**src/design/abas_ram.sv**
```systemverilog
// abas_ram: generic simple dual port ram, one write and one registered read
// no dependencies
`timescale 1ns / 1ps
module abas_ram #(
  parameter int WIDTH = 8,
  parameter int DEPTH = 16
) (
  input  logic                                     clk,
  input  logic                                     we,
  input  logic [((DEPTH > 1) ? $clog2(DEPTH) : 1)-1:0] waddr,
  input  logic [WIDTH-1:0]                         wdata,
  input  logic [((DEPTH > 1) ? $clog2(DEPTH) : 1)-1:0] raddr,
  output logic [WIDTH-1:0]                         rdata
);

  logic [WIDTH-1:0] mem [DEPTH];

  // write port and registered read
  always_ff @(posedge clk) begin
    if (we) begin
      mem[waddr] <= wdata;
    end
    rdata <= mem[raddr];
  end

endmodule

```
**config.mk**
```make
export PLATFORM = sky130hd
export DESIGN_NAME = abas_ram
export DESIGN_NICKNAME = d
export VERILOG_FILES = /design/src/design/abas_ram.sv
export SDC_FILE = /design/constraint.sdc
export NUM_CORES = 1
export LEC_CHECK = 0
export ABC_AREA = 1
export BUFFER_PORTS_ARGS = -buffer_cell sky130_fd_sc_hd__buf_2
export CAP_MARGIN = 10
export CORE_MARGIN = 2
export CORE_UTILIZATION = 45
export DETAILED_ROUTE_END_ITERATION = 12
export GPL_TIMING_DRIVEN = 0
export PLACE_DENSITY = 0.63
export SLEW_MARGIN = 10
export SYNTH_ARGS = -nofsm -noshare
export SYNTH_HDL_FRONTEND = slang
export SYNTH_SLANG_ARGS = --single-unit
export TNS_END_PERCENT = 100
```
**constraint.sdc**
```tcl
create_clock -name clk -period 1.61 [get_ports clk]
set_clock_uncertainty 0.05 [all_clocks]
set_input_delay 0 -clock clk [delete_from_list [all_inputs] [get_ports clk]]
set_output_delay 0 -clock clk [all_outputs]
set_load 0.05 [all_outputs]
```
After elaboration in Yosys (flattened, before gate mapping)
Memory sizes are Yosys's and may differ from the RTL's. A register that Yosys moved wholly into a read port is not among the register bits.
Index checks and enable logic that the tools add are counted.
{"block": "classes", "n_mux": 2}
{"operator": "two-way mux 1 bit", "count": 2}
{"block": "word_totals", "regBits": 0, "ramBits": 128, "output_inout_bits": 8, "elab_cells": 3, "mem_count": 1}
{"memory": "mem", "words": 16, "word_bits": 8, "read_ports": 1, "rd_ports_with_merged_regs": 1, "wr": 1, "line_no": "16", "text": "logic [WIDTH-1:0] mem [DEPTH];"}

Longest topological paths before layout
{"block": "logic_depth", "ltp_word": 2, "depth_mapped": 8, "mapped_depth_nobuf": 7}

Worst setup path after synthesis
Ideal clock, no wire load.
{"block": "synth_path", "kind": "input to register", "start": "input port waddr[2] in the netlist's numbering", "end": "memory mem[10][0], enable pin", "setup_ns": 0.370, "arrival_ns": 0.581, "required_time_ns": 1.190, "setup_slack_ns": 0.609, "stages": 2, "path_buffers": 0, "path_cell_list": "nand3b_1 -> nor2_1"}
{"element": "start: declaration", "line_no": "10", "text": "input logic [((DEPTH > 1) ? $clog2(DEPTH) : 1)-1:0] waddr,"}
{"element": "end: declaration", "line_no": "16"}
No word-level cell before the write port.

==> summary.txt <==
Layout
  – Layout cells sized above 1: 0.124
  – Post-layout net count: between 600 and 700
  – Reg area: around 0.004 sq mm
  – ANT cells: 0
  – Final Instance Area: about 0.0067 sq mm
  – Area delta synth->final: 16.8%
  – Multi-input combinational cell area: 0.00121 sq mm
  – Fill cells: roughly 1100

Power
  – Switching part of the total: 0.232
  – P_sw: 1.89 mW
  – Worst vdd ir: slightly above 0.8 mV
  – Power per cell area: between 1000 and 1500 mW/mm^2
  – Internal power: around 6.2 mW
  – Leak Pwr: roughly 3 nW
  – Clock share of power: 0.435
  – Combinational share of power: 0.076
  – Flop pwr share: 0.490

Logic synthesis
  – Syn Inst Count: around 550
  – Synth warn: 0
  – Share of the synthesized area in the top cell type: 0.667
  – Leading area contributor after synthesis: edfxtp_1
  – Synth Cell Area: a little under 0.006 sq mm
  – Post-synthesis mux area share: 0
  – Syn Nets: approximately 570
  – Top cells by area, synth: edfxtp_1 (67%), nand2_1 (11%), nand3_1 (8.4%)
  – Compound-Gate Fraction of Synth Area: 0
  – Largest family of logic cells by synthesized area: simple AND/OR/NAND/NOR gates
  – Post-Synth Adder-Cell Area: 0
  – Post-synth cell types: 12
  – Synth Register Bits: around 140
  – Synth Area in Simple Gates: 0.210
  – Post-Syn Area per Cell: around 10 sq um
  – XOR/XNOR share of the synthesized area: 0
  – Register area share after synthesis: 0.694

Floorplanning
  – Row cnt: slightly above 40
  – # IOs: 26
  – Die X-Extent: ~120 microns
  – Initial core utilization: 0.459
  – Die Area: between 0.01 and 0.015 sq mm
  – Die Y: 117 microns
  – Core ar.: 0.0126 sq mm

CTS
  – Setup Buffers After CTS: 0
  – CTS Buf Count: 17
  – CTS tree: done
  – Clock transition at path regs: ~0.060 ns
  – Worst skew pair latency: 0.42 ns
  – CTS Buffer Depth: 2
  – Number of H-tree levels: 4
  – # hold bufs at CTS: 10
  – Total clock sinks: between 100 and 150
  – CTS resizes: 0
  – Root buffer cell: clkbuf_16

Setup path
  – CP bufs+invs: 4
  – Crit path max-delay family: buffers and inverters
  – Slowest library cell on the worst path: dlygate4sd3_1
  – Worst Setup End Kind: flop
  – Crit path largest cell delay: 0.54 ns
  – CP startpoint kind: input port
  – Crit path DAT: 1.53 ns
  – Critical Path RT: between 1.5 and 2 ns
  – Critical path class: input port to flop
  – Top cell by count, worst path: nand3_1
  – Crit path cell chain: dlygate4sd3_1 -> buf_2 -> inv_1 -> buf_4 -> nand3_1 -> nand3_1 -> nand2_1
  – Crit-path max FO: 10

Routing
  – Final WL: roughly 14000 microns
  – ANT nets after route: 0
  – First-pass DRT Iterations: 6
  – WL/cell: about 18 microns
  – Via count: approximately 4000
  – Drt initial violations: roughly 380
  – DRC: 0
  – Vias per Instance: 4.98

STA
  – Tmin final: roughly 1.3 ns
  – Relative slew slack: 0.337
  – Final worst path period share: 0.792
  – Worst Tran Pin Value: roughly 1 ns
  – Setup violators final: 0
  – Fin. Hold Viols: 0
  – RSZ-0062 raised after global routing: false
  – Slew Limit Fails: 0
  – Total negative slack: 0 ns
  – Max Freq: 784 MHz

Global routing
  – Vias in the first global route: about 3800
  – Initial antenna violation count: 0
  – Pin count of the biggest net entering global routing: 17
  – First-pass GRT wire length: 21300 microns
  – GRT Util Overall: 0.220
  – Grt total ovfl: 0

Placed design
  – DP Area: between 0.006 and 0.007 sq mm
  – DP HPWL: around 8800 microns
  – IO buf count: 22
  – GP Congestion: approximately 0.90

Min path
  – Min-Delay Path Class: input port to flop

Status
  – Status: finished, final reports clean

Flow run
  – Max cap viols: 0
-- flip-flops by register name, indices dropped and copies added, names as in the netlist --
| name | count |
|---|---|
| rdata | 8 |
| mem | 128 |
-- placed cells by master (no fill, tap or decap) --
master         count
buf_1              1
buf_2             35
buf_4              4
buf_6              6
bufinv_16          1
clkbuf_1           3
clkbuf_16         17
clkinv_2           5
clkinv_4           4
clkinvlp_4         2
dfxtp_1            8
dlygate4sd3_1     10
edfxtp_1         128
inv_1            100
inv_2              2
nand2_1          173
nand3_1           97
nand3b_1           2
nor2_1            17
-- worst paths after layout --
check             start  endpoint  slack, ns  cells after the start
max            raddr[2]  rdata[0]       0.33                      7
min            raddr[1]  rdata[1]       0.06                      5
max reg2reg   mem[3][2]  rdata[2]       0.53                      6
min reg2reg  mem[12][7]  rdata[7]       0.65                      6
-- cell families after synthesis --
logic type | count (synthesis)
AND/OR/NAND/NOR | 289
buffers and inverters | 126
flip-flops | 136
-- tightest hold or removal path, delay by kind of cell --
family / cells / cell delay (ns)
AND/OR/NAND/NOR: 4 / 0.33
buffers and inverters: 1 / 0.14
-- area by class of cell --
class | count | area share
sequential | 136 | 0.595
multi-input combinational | 289 | 0.180
clock buffer | 20 | 0.0648
inverter | 102 | 0.0569
tap | 172 | 0.0320
timing repair buffer | 32 | 0.0312
buffer | 24 | 0.0247
clock inverter | 12 | 0.0156
-- synthesized netlist by cell type --
master    number
dfxtp_1        8
buf_1          1
buf_2         13
nand3_1       97
buf_4          4
nand2_1      173
edfxtp_1     128
inv_1        100
inv_2          2
nand3b_1       2
nor2_1        17
buf_6          6
-- power by group through the flow --
stage / sequential [mW] / combinational [mW] / clock [mW]
6_report: 3.98 / 0.614 / 3.53
5_1_grt: 3.99 / 0.664 / 3.73
4_1_cts: 3.98 / 0.609 / 3.56
3_5_place_dp: 4.05 / 0.585 / 0
3_3_place_gp: 4.05 / 0.574 / 0
2_1_floorplan: 4.13 / 0.279 / 0
-- layer usage --
| metal | global-route usage | vias up | routed length (microns) |
|---|---|---|---|
| met3 | 0.0505 | 24 | 1340 |
| met5 | 0 | - | 0 |
| met2 | 0.334 | 219 | 6380 |
| li1 | - | 1876 | - |
| met1 | 0.303 | 1800 | 5730 |
| met4 | 0.0965 | 0 | 395 |
-- through the flow --
step | utilization | hold slack (ns) | total power [mW] | std cells | setup slack [ns]
after floorplan | - | 0.0489 | 4.41 | 551 | 0.609
final | 0.536 | 0.0645 | 8.13 | 787 | 0.334
after detailed placement | 0.485 | 0.371 | 4.64 | 745 | 0.0375
after global placement | 0.485 | 0.374 | 4.62 | 745 | 0.0680
after CTS | 0.536 | 0.0572 | 8.15 | 787 | 0.379
after global routing | 0.536 | 0.0969 | 8.38 | 787 | 0.310
Power figures use the tool's default switching activity.
