[config.mk]
export PLATFORM = sky130hd
export DESIGN_NAME = abas_div
export DESIGN_NICKNAME = d
export VERILOG_FILES = /design/src/design/abas_pkg.sv /design/src/design/abas_div.sv
export SDC_FILE = /design/constraint.sdc
export NUM_CORES = 1
export LEC_CHECK = 0
export BUFFER_PORTS_ARGS = -buffer_cell sky130_fd_sc_hd__buf_2
export CAP_MARGIN = 20
export CORE_MARGIN = 5
export CORE_UTILIZATION = 45
export CTS_CLUSTER_DIAMETER = 100
export DETAILED_ROUTE_END_ITERATION = 6
export GPL_TIMING_DRIVEN = 0
export PLACE_DENSITY = 0.66
export SYNTH_ARGS = -nofsm -noshare
export SYNTH_HDL_FRONTEND = slang
export SYNTH_SLANG_ARGS = --single-unit
[constraint.sdc]
create_clock -name clk -period 6.1 [get_ports clk]
set_input_delay 0.305 -clock clk [delete_from_list [all_inputs] [get_ports clk]]
set_output_delay 0.305 -clock clk [all_outputs]
set_load 0.1 [all_outputs]
[src/design/abas_pkg.sv]
// abas_pkg: shared types, sizes and codes of the announce airtime scheduler
// used by the top level and the divider; no dependencies
`timescale 1ns / 1ps
package abas_pkg;

  // sizes
  localparam int QUEUE_DEPTH    = 16;
  localparam int EMIT_LOG_DEPTH = 32;
  localparam int RESULT_LIMIT   = 16;
  localparam int QAW    = (QUEUE_DEPTH > 1) ? $clog2(QUEUE_DEPTH) : 1;
  localparam int QCW    = $clog2(QUEUE_DEPTH + 1);
  localparam int LAW    = (EMIT_LOG_DEPTH > 1) ? $clog2(EMIT_LOG_DEPTH) : 1;
  localparam int LCW    = $clog2(EMIT_LOG_DEPTH + 1);
  localparam int USED_W = 23 + LCW;
  localparam int NCW    = $clog2(RESULT_LIMIT + 1);
  localparam int DVD_W  = 23;
  localparam int DVS_W  = 24;
  localparam int CAP_W  = 41;
  localparam int DEM_W  = 44;
  localparam int CAP_DIVISOR   = 10000;
  localparam int MS_PER_BYTE8  = 8000;

  // function codes of an input item
  localparam logic FUNC_QUEUE = 1'b0;
  localparam logic FUNC_TICK  = 1'b1;

  // configuration register indexes
  typedef enum logic [1:0] {
    CFG_MAX_QUEUED = 2'd0,
    CFG_BITRATE    = 2'd1,
    CFG_CAP_PCT    = 2'd2,
    CFG_WINDOW     = 2'd3
  } cfg_reg_e;

  typedef struct packed {
    logic        func;
    logic [15:0] packet_tag;
    logic [9:0]  length_bytes;
    logic [7:0]  hops;
    logic [47:0] now_ms;
  } abas_in_t;

  typedef struct packed {
    logic        accepted;
    logic        emitted;
    logic [15:0] out_tag;
    logic [7:0]  out_hops;
    logic [22:0] charge_ms;
    logic        last;
  } abas_out_t;

  typedef struct packed {
    logic [15:0] tag;
    logic [9:0]  len;
    logic [7:0]  hops;
  } queue_entry_t;

  typedef struct packed {
    logic [47:0] time_ms;
    logic [22:0] air;
  } log_entry_t;

  typedef enum logic [3:0] {
    ST_IDLE,
    ST_ENQ,
    ST_CAP,
    ST_LOOP,
    ST_SCAN,
    ST_AIR,
    ST_PR_RD,
    ST_PR_CHK,
    ST_DECIDE,
    ST_PUSH,
    ST_COMPACT,
    ST_FINISH
  } state_t;

endpackage

[src/design/abas_div.sv]
// abas_div: restoring serial divider, one quotient bit per cycle
// depends on abas_pkg for widths
`timescale 1ns / 1ps
module abas_div (
  input  logic                       clk,
  input  logic                       rst_n,
  input  logic                       start,
  input  logic [abas_pkg::DVD_W-1:0] dividend,
  input  logic [abas_pkg::DVS_W-1:0] divisor,
  output logic                       done,
  output logic [abas_pkg::DVD_W-1:0] quotient
);

  localparam int CW = $clog2(abas_pkg::DVD_W + 1);

  logic [abas_pkg::DVD_W-1:0] dvd_r, dvd_nxt;
  logic [abas_pkg::DVS_W-1:0] rem_r, rem_nxt;
  logic [abas_pkg::DVS_W-1:0] dvs_r;
  logic [CW-1:0]              cnt_r, cnt_nxt;
  logic                       busy_r, busy_nxt;
  logic                       done_r, done_nxt;
  logic [abas_pkg::DVS_W:0]   trial;

  // one restoring step
  always_comb begin
    trial    = {rem_r, dvd_r[abas_pkg::DVD_W-1]};
    dvd_nxt  = {dvd_r[abas_pkg::DVD_W-2:0], 1'b0};
    rem_nxt  = trial[abas_pkg::DVS_W-1:0];
    if (trial >= {1'b0, dvs_r}) begin
      rem_nxt    = abas_pkg::DVS_W'(trial - {1'b0, dvs_r});
      dvd_nxt[0] = 1'b1;
    end
    cnt_nxt  = cnt_r - CW'(1);
    busy_nxt = busy_r && (cnt_r != CW'(1));
    done_nxt = busy_r && (cnt_r == CW'(1));
  end

  // control
  always_ff @(posedge clk) begin
    if (!rst_n) begin
      busy_r <= 1'b0;
      done_r <= 1'b0;
      cnt_r  <= '0;
    end else if (start) begin
      busy_r <= 1'b1;
      done_r <= 1'b0;
      cnt_r  <= CW'(abas_pkg::DVD_W);
    end else begin
      busy_r <= busy_nxt;
      done_r <= done_nxt;
      if (busy_r) begin
        cnt_r <= cnt_nxt;
      end
    end
  end

  // datapath
  always_ff @(posedge clk) begin
    if (start) begin
      dvd_r <= dividend;
      rem_r <= '0;
      dvs_r <= divisor;
    end else if (busy_r) begin
      dvd_r <= dvd_nxt;
      rem_r <= rem_nxt;
    end
  end

  assign done     = done_r;
  assign quotient = dvd_r;

endmodule
# == After elaboration in Yosys (flattened, before gate mapping) ==
# Cells that the tools add are included.
# word_totals
register_bits,78
elab_cells,24
out_inout_bits,24
# classes
mux,7
reduce_logical,4
eq_ne,2
n_lt_le_gt_ge,1
n_bitwise,1
n_addsub,2
# op_table
op,count
$mux 23,2
$ge 25x24->1,1
$mux 24,1
$sub 24x24->24,1
$mux 5,2
$eq 5x1->1 const B,1
$ne 5x1->1 const B,1
$sub 5x1->5 const B,1
$logic_and 1x1->1,2
$mux 1,2
$reduce_bool 2->1,1
$reduce_or 2->1,1
$not 1->1,1

# == Logic depth before layout (Yosys ltp) ==
# Gate-level depths: netlist (run 1).
# depth
ltp_word,4
ltp_mapped,13
depth_no_buf,11

# == Least setup slack after synthesis (run 1) ==
# No wires, ideal clock.
# synth_path
kind,register -> register
from,reg dvd_r (netlist bit quotient[22])
to,reg rem_r[19] (netlist name)
t_arrival_ps,2764
path_slack_ps,3211
path_stages_with_launch,12
t_required_ps,5975
path_cell_list,edfxtp_1 > inv_1 > ha_1 > nand3b_1 > a21boi_2 > o211a_4 > o2111ai_4 > and2_4 > buf_4 > buf_4 > a32oi_1 > o31ai_1
# synth_via
elab_chain_cells,2
word_cells_on_any_way,3
classes_between,1 x add/sub; 1 x order compare; 1 x mux
# synth_lines
element,line,rtl
start: declaration,abas_div.sv:16,"logic [abas_pkg::DVD_W-1:0] dvd_r, dvd_nxt;"
start signal: assignment,abas_div.sv:60,dvd_r <= dividend;
start signal: assignment,abas_div.sv:64,dvd_r <= dvd_nxt;
$sub 24x24->24 / $ge 25x24->1 (equally long branches),"abas_div.sv:30, abas_div.sv:29",
$mux 24 (*),abas_div.sv:29,"if (trial >= {1'b0, dvs_r}) begin"
end signal: assignment,abas_div.sv:65,rem_r <= rem_nxt;
end: declaration,abas_div.sv:17,"logic [abas_pkg::DVS_W-1:0] rem_r, rem_nxt;"
# Mark *: on every way between the ends. The rest lies on a longest branch, timed or not.
# A chain may end at the register's enable or synchronous reset.

# == Final worst setup path (run 1) ==
# layout_path
from,reg dvd_r (netlist bit quotient[22])
to,reg rem_r[20] (netlist name)
# Same word-level chain as after synthesis.

==> results of run 1 <==
[synthesized netlist by cell type (2+ instances only)]
library cell   n
o21a_1         2
o41ai_1        2
a32oi_1        4
a21oi_1       26
and4_1         2
a21o_1         8
dfxtp_1       31
nor2b_1        3
buf_2          2
clkbuf_1       7
mux2_2        23
a2111oi_0      2
or3_1          5
buf_4          4
nand3_1       10
a31oi_1        6
a211oi_1      13
ha_1          26
inv_1         36
edfxtp_1      47
nand2b_1       5
or2_2          2
nand2_1       32
and3_1         4
buf_1          4
mux2i_1        7
a221oi_1       2
nand4b_1       2
xor2_1        10
nor2_1        41
o21ai_0       21
o21bai_1       2
a311oi_1       8
o31ai_1        2
xnor2_1        9
nand4_1        5
nor3_1         8
[routing by layer]
metal  vias up  global-route usage [%]
met5         -                       0
met1      1781                    25.2
met2       109                    29.7
li1       1813                       -
met3        23                    5.11
met4         0                    8.73
[power groups by stage]
stage | Clock [mW] | Sequential, mW | Combinational [mW]
6_report | 0.369 | 0.635 | 0.445
5_1_grt | 0.402 | 0.641 | 0.482
4_1_cts | 0.380 | 0.635 | 0.444
3_5_place_dp | 0 | 0.646 | 0.442
3_3_place_gp | 0 | 0.645 | 0.437
2_1_floorplan | 0 | 0.762 | 0.227
[per-stage QoR]
| stage | hold slack (ns) | util (%) | cells | cell area (µm²) |
|---|---|---|---|---|
| 6_report | 0.0955 | 53.3 | 668 | 5210 |
| 5_1_grt | 0.0758 | 53.3 | 668 | 5210 |
| 4_1_cts | 0.0767 | 53.3 | 668 | 5210 |
| 3_5_place_dp | 0.483 | 51.4 | 652 | 5030 |
| 3_3_place_gp | 0.481 | 51.4 | 652 | 5030 |
| 2_1_floorplan | 0.404 | - | 446 | 4500 |
[state kept, by name, summed over array words and instances, names as in the netlist]
| name | count |
|---|---|
| quotient | 23 |
| cnt_r | 5 |
| done | 1 |
| rem_r | 24 |
| dvs_r | 24 |
| busy_r | 1 |
[final timing paths]
check | slack [ns] | cells past startpoint | from | endpoint
min | 0.1 | 1 | divisor[15] | dvs_r[15]
max reg2reg | 3.15 | 11 | quotient[22] | rem_r[20]
min reg2reg | 0.51 | 2 | rem_r[5] | rem_r[6]
max | 3.15 | 11 | quotient[22] | rem_r[20]
[cells by family (layout without fill, tap and decap cells)]
logic type	after synthesis	after routing	synth area share (%)
xor gates and xnor gates	19	19	3.70
buffers and inverters	55	144	5.18
adders and majority gates	27	27	7.68
muxes	30	30	7.32
AOI/OAI and AO/OA	110	110	17.1
DFF	78	78	45.2
and+or+nand+nor	127	127	13.8
[cell type report]
type | instances | area, µm² | share of cell area (%)
inverter | 36 | 135 | 2.60
clock inverter | 7 | 55.1 | 1.06
clock buffer | 9 | 124 | 2.38
buffer | 19 | 97.6 | 1.87
sequential | 78 | 2030 | 39.0
tap | 133 | 166 | 3.20
timing repair buffer | 73 | 365 | 7.02
multi-input combinational | 313 | 2230 | 42.9
==> impl_metrics.json, run 1 <==
{
  "cp.arrival_ns": 3.17,
  "core-area_um2": 9770,
  "route.met2.wl_um": 5230,
  "met1_length_um": 4750,
  "post-dp-hpwl_um": 8010,
  "synth.net_count": 523,
  "internal_power_mw": 0.900,
  "setup-tns-final_ns": 0,
  "drive_above_1_share_pct": 24.5,
  "ys_seq_area_share_pct": 45.2,
  "crit_chain": "inv_1 -> ha_1 -> inv_1 -> fa_1 -> a211oi_1 -> o21ai_0 -> nand2_1 -> a21oi_1 -> a221oi_1 -> or3_1 -> a41oi_1",
  "synth_top_area_cell": "edfxtp_1",
  "min_period_over_period_pct": 48.3,
  "crit_family": "compound AO/OA/AOI/OAI gates",
  "fin_crit_ns": 2.95,
  "setup_violations": 0,
  "worstMarginPinSlew_ns": 0.953,
  "async_flop_share_pct": 0,
  "areaGrowthSynthToFinish_pct": 15.8,
  "slew_headroom_pct": 36.4,
  "status": "finished, final reports clean",
  "skew_ns": 0.0143,
  "syn_inst": 446,
  "cp_num_buf_inv": 2,
  "rsz0062_at_grt": "no",
  "rows": 36,
  "worstPathRequired_ns": 6.32,
  "routed_wl_um": 11100,
  "drc": 0,
  "cp-end-kind": "flop",
  "yosys_warnings": 0,
  "ant_nets": 0,
  "crit_slowest_cell": "edfxtp_1",
  "grt_pass1_vias": 3641,
  "comb_power_share_pct": 30.7,
  "clock-sinks": 78,
  "vias": 3726,
  "numCtsBuffers": 9,
  "cts_hold_buf": 0,
  "die_area_um2": 12100,
  "critPathKind": "flop to flop",
  "diodes": 0,
  "synthTopCellsByArea": "edfxtp_1, dfxtp_1, ha_1",
  "via_per_inst": 5.58,
  "cp-start-kind": "flop",
  "die_height_um": 110,
  "synthesis.area_um2": 4500,
  "synth-edff-count": 47,
  "maxUsedRoutingLayer": "met4",
  "wire_per_inst_um": 16.6,
  "seqPwrFrac_pct": 43.8,
  "drt-initial-drc-count": 187,
  "synth_top_area_share_pct": 31.4,
  "final_cell_mix": "buf_2, edfxtp_1, nor2_1",
  "cts_resized": 0,
  "yosys_register_bits": 78,
  "place_congestion": 0.900,
  "cts_root_buf": "clkbuf_8",
  "worst-path-max-fanout": 3,
  "layout.nets": 607,
  "final_common_cell": "buf_2",
  "power_leakage_nw": 2.17,
  "syn_area_per_cell_um2": 10.1,
  "grt-ovfl-total": 0,
  "setup_slack_ns": 3.15,
  "antenna_found_initial": 0,
  "cts.clk_slew.worst_paths_ns": 0.10,
  "max_freq_mhz": 340,
  "min_path_type": "primary input to flop",
  "clock_insertion_delay_worst_skew_ns": 0.38,
  "p_sw_share_pct": 37.9,
  "slew_viol_final": 0,
  "portBuffers": 73,
  "cap_violations": 0,
  "switching_power_mw": 0.549,
  "dp_slack_ns": 3.21,
  "hold_viol": 0,
  "fill_cells": 919,
  "vdd_drop_max_v": 0.000188,
  "die_x_um": 110,
  "synth-main-ff-cell": "edfxtp_1",
  "grt.total_usage_pct": 19.3,
  "io_pins": 74,
  "start_util_pct": 46.0,
  "p_clk_share_pct": 25.4,
  "pwr_density_cell_nw_per_um2": 278,
  "dr.pass1.iters": 4,
  "cts_max_level": 3,
  "ys_types": 60,
  "cpPeakStageDelay_ns": 0.46,
  "cts_tree": "built",
  "grt_pass1_wl_um": 17800,
  "power.total_mw": 1.45,
  "cts.path.max_buffers": 2,
  "grt_max_degree": 29,
  "dr_wl_met3_um": 880,
  "cts_setup_buffers": 0,
  "worst_path_most_repeated_cell": "inv_1"
}
Note: power is estimated with default switching activity, not from simulation.
==> inputs of run 2 (changes only) <==
--- a/config.mk
+++ b/config.mk
@@ -5,6 +5,7 @@
 export SDC_FILE = /design/constraint.sdc
 export NUM_CORES = 1
 export LEC_CHECK = 0
+export ABC_AREA = 1
 export BUFFER_PORTS_ARGS = -buffer_cell sky130_fd_sc_hd__buf_2
 export CAP_MARGIN = 20
 export CORE_MARGIN = 5
@@ -12,7 +13,7 @@
 export CTS_CLUSTER_DIAMETER = 100
 export DETAILED_ROUTE_END_ITERATION = 6
 export GPL_TIMING_DRIVEN = 0
-export PLACE_DENSITY = 0.66
+export PLACE_DENSITY = 0.65
 export SYNTH_ARGS = -nofsm -noshare
 export SYNTH_HDL_FRONTEND = slang
 export SYNTH_SLANG_ARGS = --single-unit
==> constraint.sdc (replaced) <==
create_clock -name clk -period 2.8 [get_ports clk]
set_input_delay 0.14 -clock clk [delete_from_list [all_inputs] [get_ports clk]]
set_output_delay 0.14 -clock clk [all_outputs]
set_load 0.1 [all_outputs]
==> run 2 against run 1 <==
Net effect:
- flip-flop and latch count unchanged
- power increased by 110%
- synthesized cell count increased by 62%
- worst setup slack got worse by 2.7 ns
- die area increased by 11%
- critical endpoint is now rem_r[16]
- critical path type unchanged
==> impl_metrics.json, run 2 <==
{
  "worstPathRequired_ns": 3.04,
  "hold_viol": 0,
  "fin_crit_ns": 2.38,
  "post-route-util_pct": 55.8,
  "die_height_um": 116,
  "clock_insertion_delay_worst_skew_ns": 0.35,
  "slew_headroom_pct": 46.8,
  "ys_types": 37,
  "critPathKind": "flop to flop",
  "cpPeakStageDelay_ns": 0.45,
  "place_area_um2": 5600,
  "core-area_um2": 10900,
  "fill_cells": 1079,
  "cp.arrival_ns": 2.63,
  "antenna_found_initial": 0,
  "io_pins": 74,
  "switching_power_mw": 0.968,
  "synth-main-ff-cell": "edfxtp_1",
  "crit_chain": "inv_1 -> ha_1 -> inv_1 -> fa_1 -> nand3_1 -> nand3_1 -> nand3_1 -> nand2_1 -> nand2_1 -> nand3b_1 -> nand2_1 -> nand2_1 -> nand3_1 -> nand2_1",
  "synthTopCellsByArea": "edfxtp_1, nand2_1, dfxtp_1",
  "vdd_drop_max_v": 0.000371,
  "p_sw_share_pct": 32.0,
  "cp-end-kind": "flop",
  "numCtsBuffers": 9,
  "synthesis.area_um2": 5060,
  "cts_resized": 0,
  "min_path_type": "primary input to flop",
  "place_congestion": 0.928,
  "cts.clk_slew.worst_paths_ns": 0.06,
  "slew_viol_final": 0,
  "routed_wl_um": 12800,
  "grt.total_usage_pct": 20.7,
  "yosys_register_bits": 78,
  "die_area_um2": 13500,
  "rsz0062_at_grt": "no",
  "grt-ovfl-total": 0,
  "worst-path-max-fanout": 4,
  "ys_seq_area_share_pct": 40.2,
  "wire_per_inst_um": 13.1,
  "power_leakage_nw": 3.28,
  "grt_pass1_wl_um": 21700,
  "portBuffers": 73,
  "post-dp-hpwl_um": 9780,
  "synth.net_count": 801,
  "setup_violations": 0,
  "cts.path.max_buffers": 2,
  "grt_pass1_vias": 4675,
  "synth_top_area_share_pct": 27.9,
  "worstMarginPinSlew_ns": 0.797,
  "final_area_um2": 6100,
  "place_inst": 937,
  "yosys_warnings": 0,
  "vias": 4660,
  "cts_root_buf": "clkbuf_16",
  "die_x_um": 116,
  "via_per_inst": 4.77,
  "layout.nets": 909,
  "synth-edff-count": 47,
  "syn_inst": 724,
  "synth_top_area_cell": "edfxtp_1",
  "skew_ns": 0.00688,
  "cap_violations": 0,
  "setup-tns-final_ns": 0,
  "drive_above_1_share_pct": 12.8,
  "comb_power_share_pct": 21.2,
  "min_period_over_period_pct": 85.1,
  "diodes": 0,
  "internal_power_mw": 2.06,
  "dr.pass1.iters": 5,
  "p_clk_share_pct": 34.6,
  "start_util_pct": 46.3,
  "rows": 38,
  "final_common_cell": "nand2_1",
  "drt-initial-drc-count": 261,
  "cts_setup_buffers": 0,
  "pwr_density_cell_nw_per_um2": 496,
  "clock-sinks": 78,
  "seqPwrFrac_pct": 44.2,
  "cts_tree": "built",
  "cp-start-kind": "flop",
  "syn_area_per_cell_um2": 6.99,
  "grt_max_degree": 33,
  "max_freq_mhz": 420,
  "areaGrowthSynthToFinish_pct": 20.6,
  "cts_max_level": 3,
  "synth_commonest_cells": "nand2_1, inv_1, nand3_1",
  "fin_cells": 977,
  "status": "finished, final reports clean",
  "crit_slowest_cell": "fa_1",
  "final_cell_mix": "nand2_1, inv_1, buf_2",
  "drc": 0,
  "worst_path_most_repeated_cell": "nand2_1",
  "post-synth-top-count-cell": "nand2_1",
  "async_flop_share_pct": 0,
  "ant_nets": 0
}
run 2: cell types whose count changed in the layout (fill, tap and decap cells not counted), sizes merged, moves of 8 or more:
cell	change
nand2	+252
a211oi	-13
dlygate4sd3	+24
inv	+94
nand3	+59
nand3b	+11
a21o	-8
a311oi	-8
mux2	-23
xor2	-10
run 2: cell type report:
type                            count  area, µm²  area share, %
Multi-Input combinational cell    496       2430           39.9
Sequential cell                    78       2030           33.3
Timing Repair Buffer               97        606           9.93
Inverter                          135        507           8.31
Clock buffer                       11        233           3.81
Tap cell                          140        175           2.87
Buffer                             15       88.8           1.46
Clock inverter                      5       26.3          0.431
run 2: logic make-up after synthesis:
family | Yosys count | share of synthesized area [%]
simple gates | 419 | 35.3
flops | 78 | 40.2
xor+xnor | 9 | 1.56
compound gates | 41 | 4.40
buf+inv | 150 | 11.7
fa+ha+maj | 27 | 6.82
run 2: what timing repair did:
action,4_1_cts,5_1_grt
setup endpoints to repair,0,0
endpoints found under the hold margin,24,0
hold buffers,24,0
run 2: final timing paths:
kind / start / end / slack [ns] / cells after the start
worst max-delay path: quotient[22] / rem_r[16] / 0.42 / 14
worst min register to register: rem_r[11] / rem_r[11] / 0.47 / 2
worst max register to register: quotient[22] / rem_r[16] / 0.42 / 14
worst min-delay path: dividend[12] / quotient[12] / 0.06 / 3
run 2: layer usage:
metal	track usage (%)	wire length [µm]	vias up	share of wire (%)
li1	-	-	2483	-
met1	26.8	6020	2048	47
met2	33.2	5770	111	45
met3	4.65	692	18	5.4
met4	8.97	328	0	2.6
met5	0	0	-	0
run 2: metrics by stage:
step | worst slack (ns) | hold slack (ns) | power (mW)
detailed placement | 0.186 | 0.318 | 1.98
floorplan | 0.340 | 0.239 | 1.83
finish | 0.417 | 0.0575 | 3.02
global route | 0.241 | 0.0683 | 3.17
global placement | -0.463 | 0.316 | 1.97
CTS | 0.420 | 0.0502 | 3.06
run 2: worst max-delay path: cells and delay by family, from the launching register on:
| family | cells | cell delay [ns] |
|---|---|---|
| and+or+nand+nor | 10 | 1.02 |
| adders and majority gates | 2 | 0.61 |
| DFF | 1 | 0.41 |
| buffers and inverters | 2 | 0.22 |
run 2: power groups by stage:
stage / registers (mW) / clock network (mW) / logic [mW]
floorplan: 1.61 / 0 / 0.222
global placement: 1.36 / 0 / 0.613
detailed placement: 1.36 / 0 / 0.619
CTS: 1.34 / 1.07 / 0.646
global route: 1.35 / 1.13 / 0.698
finish: 1.34 / 1.05 / 0.642
==> inputs of run 3 (changes only) <==
--- a/config.mk
+++ b/config.mk
@@ -8,12 +8,14 @@
 export ABC_AREA = 1
 export BUFFER_PORTS_ARGS = -buffer_cell sky130_fd_sc_hd__buf_2
 export CAP_MARGIN = 20
+export CELL_PAD_IN_SITES_DETAIL_PLACEMENT = 1
+export CELL_PAD_IN_SITES_GLOBAL_PLACEMENT = 2
 export CORE_MARGIN = 5
-export CORE_UTILIZATION = 45
+export CORE_UTILIZATION = 32
 export CTS_CLUSTER_DIAMETER = 100
 export DETAILED_ROUTE_END_ITERATION = 6
 export GPL_TIMING_DRIVEN = 0
-export PLACE_DENSITY = 0.65
+export PLACE_DENSITY_LB_ADDON = 0.1
 export SYNTH_ARGS = -nofsm -noshare
 export SYNTH_HDL_FRONTEND = slang
 export SYNTH_SLANG_ARGS = --single-unit
==> run 3 against run 2 <==
Net effect:
- clock power is 14% higher
- cell count up 7.8%
- flip-flop and latch count unchanged
- sequential power hardly changed
- global-route usage down 3.1 points
- final area increased by 2.2%
- critical path depth stayed put
- maximum frequency fell by 2.7%
- wire length rose by 18%
- via count grew 3.1%
- first-iteration DRC count decreased by 45%
- utilization down 16 points
- largest cell class unchanged
- highest routed layer unchanged
==> impl_metrics.json, run 3 (synthesized netlist as in run 2, its figures left out) <==
{
  "min_path_type": "primary input to flop",
  "drc": 0,
  "pwr_density_cell_nw_per_um2": 512,
  "dp_slack_ns": -0.0239,
  "crit_chain": "inv_1 -> ha_1 -> inv_1 -> fa_1 -> nand3_1 -> nand3_1 -> nand2_1 -> nand2_1 -> nand2_1 -> nand3_1 -> nand2_1 -> nand3_1 -> nand2_1 -> nand2_1",
  "dr.pass1.iters": 5,
  "worstPathRequired_ns": 3.04,
  "status": "finished, final reports clean",
  "worst_path_most_repeated_cell": "nand2_1",
  "cts_setup_buffers": 0,
  "grt_pass1_wl_um": 25500,
  "die_height_um": 136,
  "skew_ns": 0.0105,
  "setup_slack_ns": 0.350,
  "cp.arrival_ns": 2.69,
  "cts_max_level": 3,
  "crit_slowest_cell": "fa_1",
  "via_per_inst": 4.56,
  "setup-tns-final_ns": 0,
  "place_area_um2": 5700,
  "antenna_found_initial": 0,
  "numCtsBuffers": 9,
  "layout.nets": 909,
  "critPathKind": "flop to flop",
  "slew_viol_final": 0,
  "max_freq_mhz": 408,
  "post-dp-hpwl_um": 12000,
  "portBuffers": 73,
  "min_period_over_period_pct": 87.5,
  "diodes": 0,
  "routed_wl_um": 15100,
  "drive_above_1_share_pct": 13.3,
  "die_area_um2": 18400,
  "vias": 4804,
  "slew_headroom_pct": 44.5,
  "cp-start-kind": "flop",
  "core-area_um2": 15700,
  "cts_tree": "built",
  "clock_insertion_delay_worst_skew_ns": 0.35,
  "ant_nets": 0,
  "cap_violations": 0,
  "final_area_um2": 6230,
  "cts.path.max_buffers": 2,
  "vdd_drop_max_v": 0.000300,
  "grt_max_degree": 33,
  "timing.hold.ws_ns": 0.0600,
  "power_leakage_nw": 3.29,
  "place_inst": 1013,
  "final_cell_mix": "nand2_1, inv_1, buf_2",
  "clock-sinks": 78,
  "grt_pass1_vias": 5160,
  "final_common_cell": "nand2_1",
  "start_util_pct": 32.2,
  "grt-ovfl-total": 0,
  "die_x_um": 136,
  "areaGrowthSynthToFinish_pct": 23.2,
  "cts_root_buf": "clkbuf_16",
  "cpPeakStageDelay_ns": 0.46,
  "io_pins": 74,
  "setup_violations": 0,
  "worst-path-max-fanout": 4,
  "rows": 46,
  "cp-end-kind": "flop",
  "place_congestion": 0.838,
  "worstMarginPinSlew_ns": 0.832,
  "fin_crit_ns": 2.45,
  "rsz0062_at_grt": "no",
  "drt-initial-drc-count": 144,
  "cts_resized": 0,
  "fill_cells": 2026,
  "grt.total_usage_pct": 17.6,
  "cts.clk_slew.worst_paths_ns": 0.07,
  "fin_cells": 1053,
  "hold_viol": 0,
  "wire_per_inst_um": 14.4
}
## run 3: cell types whose count changed in the layout (fill, tap and decap cells not counted)
| cell | before | now |
|---|---|---|
| bufinv_16 | 0 | 1 |
| clkbuf_1 | 8 | 6 |
| clkinv_1 | 4 | 2 |
| clkinv_2 | 2 | 3 |
| clkinv_4 | 1 | 0 |
| clkinvlp_4 | 0 | 1 |
| inv_6 | 0 | 2 |
## run 3: critical path: cells and delay by family, from the launching register on
family                   cells  cell delay, ns
adder cells (fa/ha/maj)      2            0.62
buffers and inverters        2            0.22
flip-flops                   1            0.38
AND/OR/NAND/NOR             10            1.09
## run 3: report_power, final
group,switching (mW),internal [mW]
registers,0.0325,1.30
logic,0.493,0.162
clock network,0.509,0.692
## run 3: worst paths after layout
| check | depth (start not counted) | end | start | slack [ns] |
|---|---|---|---|---|
| worst min-delay path | 3 | quotient[17] | dividend[17] | 0.06 |
| worst max-delay path | 14 | rem_r[22] | quotient[22] | 0.35 |
| worst max register to register | 14 | rem_r[22] | quotient[22] | 0.35 |
| worst min register to register | 2 | rem_r[11] | rem_r[11] | 0.47 |
## run 3: final cells by class
type	instances	area, µm²	area share (%)
buffer	15	88.8	1.43
clock buffer	9	225	3.61
clock inverter	7	70.1	1.12
inverter	135	507	8.13
multi-input combinational	496	2430	39.0
sequential	78	2030	32.6
tap	216	270	4.34
timing repair buffer	97	606	9.72
## run 3: per-stage QoR
stage                     total power, mW  utilization [%]
after global routing                 3.36             39.7
final                                3.19             39.7
after CTS                            3.25             39.7
after global placement               1.99             36.2
after detailed placement             2.00             36.3
after floorplan                      1.83                -
## run 3: what timing repair did
action	4_1_cts	5_1_grt
endpoints found under the setup margin	0	0
hold endpoints to repair	24	0
hold buffers	24	0
## run 3: per-layer routing
metal / part of all wire [%] / GRT usage, % / up-vias
met5: 0 / 0 / -
met4: 1.5 / 5.26 / 0
met3: 2.8 / 2.93 / 13
met2: 48 / 30.6 / 72
met1: 48 / 22.4 / 2247
li1: - / - / 2472
